[config.mk]
export PLATFORM = sky130hd
export DESIGN_NAME = char_lcd_nibble_writer_core
export DESIGN_NICKNAME = d
export VERILOG_FILES = /design/src/hdl/clnw_pkg.sv /design/src/hdl/clnw_ctrl.sv /design/src/hdl/clnw_datapath.sv /design/src/hdl/char_lcd_nibble_writer_core.sv
export SDC_FILE = /design/constraint.sdc
export NUM_CORES = 1
export LEC_CHECK = 0
export ABC_AREA = 0
export ABC_CLOCK_PERIOD_IN_PS = 2510
export BUFFER_PORTS_ARGS = -buffer_cell sky130_fd_sc_hd__buf_2
export CORE_MARGIN = 2
export CORE_UTILIZATION = 35
export CTS_BUF_LIST = sky130_fd_sc_hd__clkbuf_16
export DETAILED_ROUTE_END_ITERATION = 7
export SYNTH_ARGS = -nofsm -noshare
export SYNTH_HDL_FRONTEND = slang
export SYNTH_SLANG_ARGS = --single-unit
[constraint.sdc]
create_clock -name clk -period 2.51 [get_ports clk]
set_input_delay 0 -clock clk [delete_from_list [all_inputs] [get_ports clk]]
set_output_delay 0 -clock clk [all_outputs]
set_load 0.01 [all_outputs]
[src/hdl/clnw_pkg.sv]
// shared types and constants for the character lcd nibble writer
`default_nettype none

package clnw_pkg;

    localparam int unsigned CFG_INDEX_W = 2;
    localparam int unsigned CFG_DATA_W  = 7;

    // configuration register indexes
    localparam logic [CFG_INDEX_W-1:0] CFG_FUNCTION_BITS = 2'd0;
    localparam logic [CFG_INDEX_W-1:0] CFG_DISPLAY_BITS  = 2'd1;
    localparam logic [CFG_INDEX_W-1:0] CFG_SECOND_LINE   = 2'd2;

    // request types
    localparam logic [1:0] REQ_CHAR = 2'd0;
    localparam logic [1:0] REQ_POS  = 2'd1;
    localparam logic [1:0] REQ_FLAG = 2'd2;
    localparam logic [1:0] REQ_INIT = 2'd3;

    // flag selects
    localparam logic [1:0] FLAG_DISPLAY = 2'd0;
    localparam logic [1:0] FLAG_CURSOR  = 2'd1;
    localparam logic [1:0] FLAG_BLINK   = 2'd2;
    // no flag behind it, the request is ignored
    localparam logic [1:0] FLAG_UNNAMED = 2'd3;

    // special characters
    localparam logic [7:0] CHAR_NEWLINE   = 8'd10;
    localparam logic [7:0] CHAR_FORM_FEED = 8'd12;
    localparam logic [7:0] CHAR_RETURN    = 8'd13;

    // lcd commands
    localparam logic [7:0] LCD_CLEAR      = 8'h01;
    localparam logic [7:0] LCD_ENTRY_MODE = 8'h06;
    localparam logic [7:0] LCD_DISPLAY    = 8'h08;
    localparam logic [7:0] LCD_FUNCTION   = 8'h20;
    localparam logic [7:0] LCD_SET_ADDR   = 8'h80;

    localparam logic [3:0] NIB_INIT_THREE = 4'h3;
    localparam logic [3:0] NIB_INIT_TWO   = 4'h2;

    // hold codes
    localparam logic [2:0] WAIT_NONE  = 3'd0;
    localparam logic [2:0] WAIT_PULSE = 3'd1;
    localparam logic [2:0] WAIT_3MS   = 3'd2;
    localparam logic [2:0] WAIT_5MS   = 3'd3;
    localparam logic [2:0] WAIT_8MS   = 3'd4;
    localparam logic [2:0] WAIT_15MS  = 3'd5;

    typedef enum logic [2:0] {
        ST_IDLE,
        ST_BYTE,
        ST_ZERO,
        ST_NIB,
        ST_IBYTE
    } state_t;

    typedef enum logic [1:0] {
        CLS_SKIP,
        CLS_BYTE,
        CLS_INIT
    } cls_t;

    typedef enum logic [1:0] {
        RS_HOLD,
        RS_ZERO,
        RS_BYTE
    } rs_sel_t;

    typedef enum logic [2:0] {
        NIB_HOLD,
        NIB_ZERO,
        NIB_HI,
        NIB_LO,
        NIB_THREE,
        NIB_TWO
    } nib_sel_t;

    typedef enum logic [2:0] {
        BSEL_REQ,
        BSEL_FUNC,
        BSEL_DISP,
        BSEL_CLEAR,
        BSEL_ENTRY
    } byte_sel_t;

    typedef struct packed {
        logic      load_req;
        logic      emit;
        rs_sel_t   rs_sel;
        nib_sel_t  nib_sel;
        byte_sel_t byte_sel;
        logic      en;
        logic [2:0] wait_code;
        logic      end_wait;
        logic      last;
    } cmd_t;

    typedef struct packed {
        cls_t cls;
        logic out_free;
    } stat_t;

endpackage

`default_nettype wire

[src/hdl/clnw_ctrl.sv]
// sequencer that steps through the pin states of each request
`default_nettype none

module clnw_ctrl
    import clnw_pkg::*;
(
    input  wire logic  clk,
    input  wire logic  rst_n,
    input  wire logic  in_valid,
    output logic       in_ready,
    input  wire stat_t stat,
    output cmd_t       cmd
);

    state_t     state_reg, state_next;
    logic [2:0] phase_reg, phase_next;
    logic [1:0] idx_reg, idx_next;

    always_ff @(posedge clk or negedge rst_n)
    begin
        if (!rst_n)
        begin
            state_reg <= ST_IDLE;
            phase_reg <= 3'd0;
            idx_reg   <= 2'd0;
        end
        else
        begin
            state_reg <= state_next;
            phase_reg <= phase_next;
            idx_reg   <= idx_next;
        end
    end

    always_comb
    begin
        state_next    = state_reg;
        phase_next    = phase_reg;
        idx_next      = idx_reg;
        in_ready      = 1'b0;
        cmd.load_req  = 1'b0;
        cmd.emit      = 1'b0;
        cmd.rs_sel    = RS_HOLD;
        cmd.nib_sel   = NIB_HOLD;
        cmd.byte_sel  = BSEL_REQ;
        cmd.en        = 1'b0;
        cmd.wait_code = WAIT_NONE;
        cmd.end_wait  = 1'b0;
        cmd.last      = 1'b0;

        if (state_reg == ST_IBYTE)
        begin
            unique case (idx_reg)
                2'd0:    cmd.byte_sel = BSEL_FUNC;
                2'd1:    cmd.byte_sel = BSEL_DISP;
                2'd2:    cmd.byte_sel = BSEL_CLEAR;
                default: cmd.byte_sel = BSEL_ENTRY;
            endcase
        end

        unique case (state_reg)
            ST_IDLE:
            begin
                in_ready = 1'b1;
                if (in_valid)
                begin
                    cmd.load_req = 1'b1;
                    phase_next   = 3'd0;
                    idx_next     = 2'd0;
                    unique case (stat.cls)
                        CLS_BYTE: state_next = ST_BYTE;
                        CLS_INIT: state_next = ST_ZERO;
                        default:  state_next = ST_IDLE;
                    endcase
                end
            end

            ST_BYTE, ST_IBYTE:
            begin
                if (stat.out_free)
                begin
                    cmd.emit   = 1'b1;
                    phase_next = phase_reg + 3'd1;
                    unique case (phase_reg)
                        3'd0: cmd.rs_sel  = RS_BYTE;
                        3'd2: cmd.nib_sel = NIB_HI;
                        3'd5: cmd.nib_sel = NIB_LO;
                        3'd3, 3'd6:
                        begin
                            cmd.en        = 1'b1;
                            cmd.wait_code = WAIT_PULSE;
                        end
                        3'd7:
                        begin
                            cmd.end_wait = 1'b1;
                            if (state_reg == ST_BYTE || idx_reg == 2'd3)
                            begin
                                cmd.last   = 1'b1;
                                state_next = ST_IDLE;
                            end
                            else
                            begin
                                idx_next = idx_reg + 2'd1;
                            end
                        end
                        default: ;
                    endcase
                end
            end

            ST_ZERO:
            begin
                if (stat.out_free)
                begin
                    cmd.emit      = 1'b1;
                    cmd.rs_sel    = RS_ZERO;
                    cmd.nib_sel   = NIB_ZERO;
                    cmd.wait_code = WAIT_15MS;
                    state_next    = ST_NIB;
                    phase_next    = 3'd0;
                    idx_next      = 2'd0;
                end
            end

            ST_NIB:
            begin
                if (stat.out_free)
                begin
                    cmd.emit   = 1'b1;
                    phase_next = phase_reg + 3'd1;
                    unique case (phase_reg)
                        3'd0:
                            cmd.nib_sel = (idx_reg == 2'd3) ? NIB_TWO : NIB_THREE;
                        3'd1:
                        begin
                            cmd.en        = 1'b1;
                            cmd.wait_code = WAIT_PULSE;
                        end
                        default:
                        begin
                            phase_next = 3'd0;
                            if (idx_reg == 2'd3)
                            begin
                                state_next = ST_IBYTE;
                                idx_next   = 2'd0;
                            end
                            else
                            begin
                                cmd.wait_code = WAIT_5MS;
                                idx_next      = idx_reg + 2'd1;
                            end
                        end
                    endcase
                end
            end

            default:
                state_next = ST_IDLE;
        endcase
    end

endmodule

`default_nettype wire

[src/hdl/clnw_datapath.sv]
// request decode, held pin state, configuration and result register
`default_nettype none

module clnw_datapath
    import clnw_pkg::*;
(
    input  wire logic                   clk,
    input  wire logic                   rst_n,
    input  wire logic                   cfg_valid,
    input  wire logic [CFG_INDEX_W-1:0] cfg_index,
    input  wire logic [CFG_DATA_W-1:0]  cfg_data,
    input  wire logic [1:0]             req_type,
    input  wire logic [7:0]             char_code,
    input  wire logic [6:0]             column,
    input  wire logic                   line_sel,
    input  wire logic [1:0]             flag_select,
    input  wire logic                   flag_value,
    input  wire cmd_t                   cmd,
    output stat_t                       stat,
    output logic                        out_valid,
    input  wire logic                   out_ready,
    output logic                        pin_rs,
    output logic                        pin_en,
    output logic [3:0]                  pin_nibble,
    output logic [2:0]                  wait_code,
    output logic                        last_of_run
);

    logic [4:0] function_bits_reg;
    logic [2:0] display_bits_reg;
    logic [6:0] second_line_reg;
    logic [7:0] display_mode_reg, display_mode_next;
    logic       held_rs_reg;
    logic [3:0] held_nibble_reg;
    logic [7:0] byte_reg, byte_next;
    logic       byte_rs_reg, byte_rs_next;
    logic [2:0] byte_wait_reg, byte_wait_next;
    logic       out_valid_reg;
    logic       rs_reg, en_reg, last_reg;
    logic [3:0] nibble_reg;
    logic [2:0] wait_reg;

    logic [7:0] flag_bit;
    logic [6:0] line_base;
    logic [6:0] pos_addr;
    logic [7:0] sel_byte;
    logic       sel_rs;
    logic [2:0] sel_wait;
    logic       rs_now;
    logic [3:0] nib_now;

    // request classification
    always_comb
    begin
        stat.out_free = !out_valid_reg || out_ready;
        if (req_type == REQ_INIT)
            stat.cls = CLS_INIT;
        else if ((req_type == REQ_CHAR && char_code == CHAR_NEWLINE) ||
                 (req_type == REQ_FLAG && flag_select == FLAG_UNNAMED))
            stat.cls = CLS_SKIP;
        else
            stat.cls = CLS_BYTE;
    end

    always_comb
    begin
        case (flag_select)
            FLAG_DISPLAY: flag_bit = 8'h04;
            FLAG_CURSOR:  flag_bit = 8'h02;
            FLAG_BLINK:   flag_bit = 8'h01;
            default:      flag_bit = 8'h00;
        endcase
    end

    assign line_base = line_sel ? second_line_reg : 7'd0;
    assign pos_addr  = line_base + column;

    always_comb
    begin
        display_mode_next = display_mode_reg;
        if (req_type == REQ_FLAG)
            display_mode_next = flag_value ? (display_mode_reg | flag_bit)
                                           : (display_mode_reg & ~flag_bit);
        else if (req_type == REQ_INIT)
            display_mode_next = LCD_DISPLAY | {5'd0, display_bits_reg};

        byte_rs_next   = 1'b0;
        byte_wait_next = WAIT_3MS;
        case (req_type)
            REQ_CHAR:
            begin
                if (char_code == CHAR_FORM_FEED)
                begin
                    byte_next      = LCD_CLEAR;
                    byte_wait_next = WAIT_8MS;
                end
                else if (char_code == CHAR_RETURN)
                    byte_next = LCD_SET_ADDR | {1'b0, second_line_reg};
                else
                begin
                    byte_next    = char_code;
                    byte_rs_next = 1'b1;
                end
            end
            REQ_POS:  byte_next = LCD_SET_ADDR | {1'b0, pos_addr};
            REQ_FLAG: byte_next = display_mode_next;
            default:  byte_next = LCD_CLEAR;
        endcase
    end

    // byte currently going out
    always_comb
    begin
        sel_rs   = 1'b0;
        sel_wait = WAIT_3MS;
        unique case (cmd.byte_sel)
            BSEL_REQ:
            begin
                sel_byte = byte_reg;
                sel_rs   = byte_rs_reg;
                sel_wait = byte_wait_reg;
            end
            BSEL_FUNC:  sel_byte = LCD_FUNCTION | {3'd0, function_bits_reg};
            BSEL_DISP:  sel_byte = display_mode_reg;
            BSEL_CLEAR:
            begin
                sel_byte = LCD_CLEAR;
                sel_wait = WAIT_8MS;
            end
            default:    sel_byte = LCD_ENTRY_MODE;
        endcase
    end

    always_comb
    begin
        unique case (cmd.rs_sel)
            RS_ZERO: rs_now = 1'b0;
            RS_BYTE: rs_now = sel_rs;
            default: rs_now = held_rs_reg;
        endcase
        unique case (cmd.nib_sel)
            NIB_ZERO:  nib_now = 4'h0;
            NIB_HI:    nib_now = sel_byte[7:4];
            NIB_LO:    nib_now = sel_byte[3:0];
            NIB_THREE: nib_now = NIB_INIT_THREE;
            NIB_TWO:   nib_now = NIB_INIT_TWO;
            default:   nib_now = held_nibble_reg;
        endcase
    end

    always_ff @(posedge clk or negedge rst_n)
    begin
        if (!rst_n)
        begin
            function_bits_reg <= 5'd8;
            display_bits_reg  <= 3'd4;
            second_line_reg   <= 7'd64;
            display_mode_reg  <= 8'd0;
            held_rs_reg       <= 1'b0;
            held_nibble_reg   <= 4'd0;
            out_valid_reg     <= 1'b0;
        end
        else
        begin
            if (cfg_valid)
            begin
                unique case (cfg_index)
                    CFG_FUNCTION_BITS: function_bits_reg <= cfg_data[4:0];
                    CFG_DISPLAY_BITS:  display_bits_reg  <= cfg_data[2:0];
                    CFG_SECOND_LINE:   second_line_reg   <= cfg_data;
                    default: ;
                endcase
            end
            if (cmd.load_req)
                display_mode_reg <= display_mode_next;
            if (cmd.emit)
            begin
                held_rs_reg     <= rs_now;
                held_nibble_reg <= nib_now;
                out_valid_reg   <= 1'b1;
            end
            else if (out_ready)
            begin
                out_valid_reg <= 1'b0;
            end
        end
    end

    always_ff @(posedge clk)
    begin
        if (cmd.load_req)
        begin
            byte_reg      <= byte_next;
            byte_rs_reg   <= byte_rs_next;
            byte_wait_reg <= byte_wait_next;
        end
        if (cmd.emit)
        begin
            rs_reg     <= rs_now;
            en_reg     <= cmd.en;
            nibble_reg <= nib_now;
            wait_reg   <= cmd.end_wait ? sel_wait : cmd.wait_code;
            last_reg   <= cmd.last;
        end
    end

    assign out_valid   = out_valid_reg;
    assign pin_rs      = rs_reg;
    assign pin_en      = en_reg;
    assign pin_nibble  = nibble_reg;
    assign wait_code   = wait_reg;
    assign last_of_run = last_reg;

endmodule

`default_nettype wire

[src/hdl/char_lcd_nibble_writer_core.sv]
// top level of the character lcd 4-bit nibble writer
`default_nettype none

// Turns requests into hd44780 4-bit bus pin states, one result per pin state,
// each tagged with a hold code and last_of_run on the final one. A character,
// position or display-flag request yields eight states, an initialize request
// 45, a newline or an unnamed flag none (the request is taken and the block is
// ready again at once). The sequencer emits at most one pin state per cycle
// into a single output register, after the request transfer in idle. It
// stalls while the output register is full and not being taken; in_ready is
// high only between requests, including while the final state still waits.
// Configuration writes (function bits, display bits, line-two address) are
// always taken and should only be made between requests.
module char_lcd_nibble_writer_core
    import clnw_pkg::*;
(
    input  wire logic                   clk,
    input  wire logic                   rst_n,
    input  wire logic                   cfg_valid,
    output logic                        cfg_ready,
    input  wire logic [CFG_INDEX_W-1:0] cfg_index,
    input  wire logic [CFG_DATA_W-1:0]  cfg_data,
    input  wire logic                   in_valid,
    output logic                        in_ready,
    input  wire logic [1:0]             req_type,
    input  wire logic [7:0]             char_code,
    input  wire logic [6:0]             column,
    input  wire logic                   line_sel,
    input  wire logic [1:0]             flag_select,
    input  wire logic                   flag_value,
    output logic                        out_valid,
    input  wire logic                   out_ready,
    output logic                        pin_rs,
    output logic                        pin_en,
    output logic [3:0]                  pin_nibble,
    output logic [2:0]                  wait_code,
    output logic                        last_of_run
);

    cmd_t  cmd;
    stat_t stat;

    assign cfg_ready = 1'b1;

    clnw_ctrl u_ctrl (
        .clk      (clk),
        .rst_n    (rst_n),
        .in_valid (in_valid),
        .in_ready (in_ready),
        .stat     (stat),
        .cmd      (cmd)
    );

    clnw_datapath u_datapath (
        .clk         (clk),
        .rst_n       (rst_n),
        .cfg_valid   (cfg_valid),
        .cfg_index   (cfg_index),
        .cfg_data    (cfg_data),
        .req_type    (req_type),
        .char_code   (char_code),
        .column      (column),
        .line_sel    (line_sel),
        .flag_select (flag_select),
        .flag_value  (flag_value),
        .cmd         (cmd),
        .stat        (stat),
        .out_valid   (out_valid),
        .out_ready   (out_ready),
        .pin_rs      (pin_rs),
        .pin_en      (pin_en),
        .pin_nibble  (pin_nibble),
        .wait_code   (wait_code),
        .last_of_run (last_of_run)
    );

endmodule

`default_nettype wire

==> out/metrics.yaml <==
status: "finished clean"
cts_resized: 0
setup_viol: 0
core_um2: 9820
min_path_type: "in2reg"
power_leakage_nw: 1.79
fin_area_um2: 4310
dr.pass1.iters: 4
n_fill_cell: 966
die_x_um: 105
crit_arrival_ns: 2.31
crit_slowest_cell: "fa_1"
cp-start-kind: "register"
yosysSeqAreaShare: 0.440
ys_ff_latch: 58
syn_area_um2: 3550
avgSynthCellArea_um2: 9.97
h-tree-depth: 3
drive_gt1_frac: 0.242
drc: 0
async_flop_share: 0.638
worstPathRequired_ns: 2.58
ios: 48
post_drt_wl_per_cell_um: 14.8
synth_top_area_frac: 0.240
gp_congestion: 0.871
crit_path_end_kind: "register"
groute.usage.overall: 0.158
grt_pass1_wl_um: 13900
largest_reg_flops: 8
postPlaceCellArea_um2: 3920
cp_cell_sequence: "and2_1, ha_1, inv_1, fa_1, nor2b_1, nor3_1, o21bai_1, a21oi_1, xnor2_1, a221o_1"
synth_ff_type: "dfrtp_1"
fp-row-count: 36
ys_top_cells_by_area: "dfrtp_1 24%, edfxtp_1 18%, mux2_2 5.4%, ha_1 5.3%, a21oi_1 3.8%"
clock_latency_ns: 0.33
syn_to_final_growth_pct: 21.5
die_h_um: 105
port_buffers: 46
vias: 2840
cp_slowest_stage_delay_ns: 0.39
worst_pin_slew_ns: 0.904
crit_type: "reg2reg"
n_antenna_cell: 0
dp.final_hpwl_um: 6070
grt_pass1_vias: 2815
rsz0062_at_grt: "no"
clockBufferDepth: 2
tritoncts: "built"
slew_headroom: 0.397
wl_um: 8140
maxCapViolations: 0
slew_viol_final: 0
cts.sinks: 58
drt_iter0_markers: 140
synthTopCellsByCount: "34 x dfrtp_1, 28 x nor2_1, 27 x a21oi_1, 27 x o21ai_0, 21 x edfxtp_1"
period_needed_ns: 2.24
viasPerCell: 5.15
power.density_nw_per_um2: 937
clockRootBuffer: "clkbuf_16"
fmax_mhz: 447
synth_edf_count: 21
numCtsBuffers: 9
crit_fanout: 3
grt-ovfl-total: 0
antenna_found_initial: 0
finalHoldViolCount: 0
yosysTopAreaCell: "dfrtp_1"
start_util: 0.361
die_area_um2: 11000
synth_cells: 356
fin_crit_sh: 0.891
yosys_warnings: 0
ant_nets: 0
synth_nets: 407
skew_ns: 0.00902
peakVddDrop_v: 0.000415
r2r_slack_ns: 0.27
grt_max_degree: 38
nets: 464
synth.distinct_cells: 61
clk_pin_slew_ns: 0.06
yosysMostFrequentCell: "dfrtp_1"
setup-tns-final_ns: 0
-- layer usage --
metal | GRT usage | routed length, um | vias to the layer above
met5 | 0 | 0 | -
met4 | 0.0457 | 88 | 0
li1 | - | - | 1428
met2 | 0.245 | 3670 | 69
met1 | 0.225 | 4050 | 1333
met3 | 0.0287 | 333 | 10
-- worst max-delay path, delay by kind of cell, from the launching register on --
family / cells / cell delay (ns)
xor gates and xnor gates: 1 / 0.13
and+or+nand+nor: 3 / 0.37
AOI/OAI and AO/OA: 3 / 0.51
DFF: 1 / 0.35
buffers and inverters: 1 / 0.06
adders and majority gates: 2 / 0.56
-- cell families after synthesis --
logic type | after synthesis | share of synthesized area
and+or+nand+nor | 122 | 0.192
AOI/OAI and AO/OA | 105 | 0.189
DFF | 58 | 0.440
buffers and inverters | 27 | 0.0374
muxes | 22 | 0.0680
adders and majority gates | 16 | 0.0585
xor gates and xnor gates | 5 | 0.0145
other | 1 | 0.00106
-- worst paths after layout --
path / cells after the start / end / startpoint
max in group asynchronous: 2 / async pin / rst_n
hold reg to reg: 1 / u_datapath.held_nibble_reg[3]$_DFFE_PN0P_ / u_datapath.held_nibble_reg[3]$_DFFE_PN0P_
setup / recovery: 10 / u_datapath.byte_reg[6]$_DFFE_PP_ / u_datapath.second_line_reg[0]$_DFFE_PN0P_
min in group asynchronous: 2 / u_ctrl.phase_reg[1]$_DFFE_PN0P_ / rst_n
setup reg to reg: 10 / u_datapath.byte_reg[6]$_DFFE_PP_ / u_datapath.second_line_reg[0]$_DFFE_PN0P_
hold / removal: 3 / u_datapath.byte_reg[5]$_DFFE_PP_ / char_code[5]
-- cells in the final DEF, fill, tap and decap left out, drive strengths merged, types with 11 or more instances in the layout --
cell type	instances
ha	15
clkbuf	11
nand2	20
nor3	12
o21ai	29
and2	12
dfrtp	34
inv	13
edfxtp	21
a21oi	27
mux2	17
buf	55
nor2	30
-- layout make-up --
type	count	area (um2)	area share
inverter	10	37.5	0.00870
sequential	58	1560	0.362
timing repair buffer	63	378	0.0876
tap	133	166	0.0386
clock inverter	5	38.8	0.00899
multi-input combinational	271	1860	0.431
clock buffer	11	275	0.0638
-- report_power, final --
part,switching [mW],total [mW],internal (mW)
sequential,0.159,1.43,1.27
combinational,0.757,1.35,0.594
clock,0.468,1.26,0.796
total,1.38,4.04,2.66
-- per-stage QoR --
step | cells | hold WS, ns | total power, mW | utilization | setup WS (ns)
4_1_cts | 551 | 0.0409 | 4.08 | 0.439 | 0.248
5_1_grt | 551 | 0.0875 | 4.31 | 0.439 | 0.0382
2_1_floorplan | 356 | -0.296 | 2.41 | - | 0.395
6_report | 551 | 0.0517 | 4.04 | 0.439 | 0.274
3_3_place_gp | 527 | 0.178 | 2.75 | 0.399 | 0.304
3_5_place_dp | 527 | 0.184 | 2.79 | 0.399 | 0.253
-- repair_timing --
item                                   4_1_cts  5_1_grt
buffers inserted                             0        0
endpoints found under the hold margin       49        0
hold buffers                                 8        0
(Power assumes the default switching activity.)
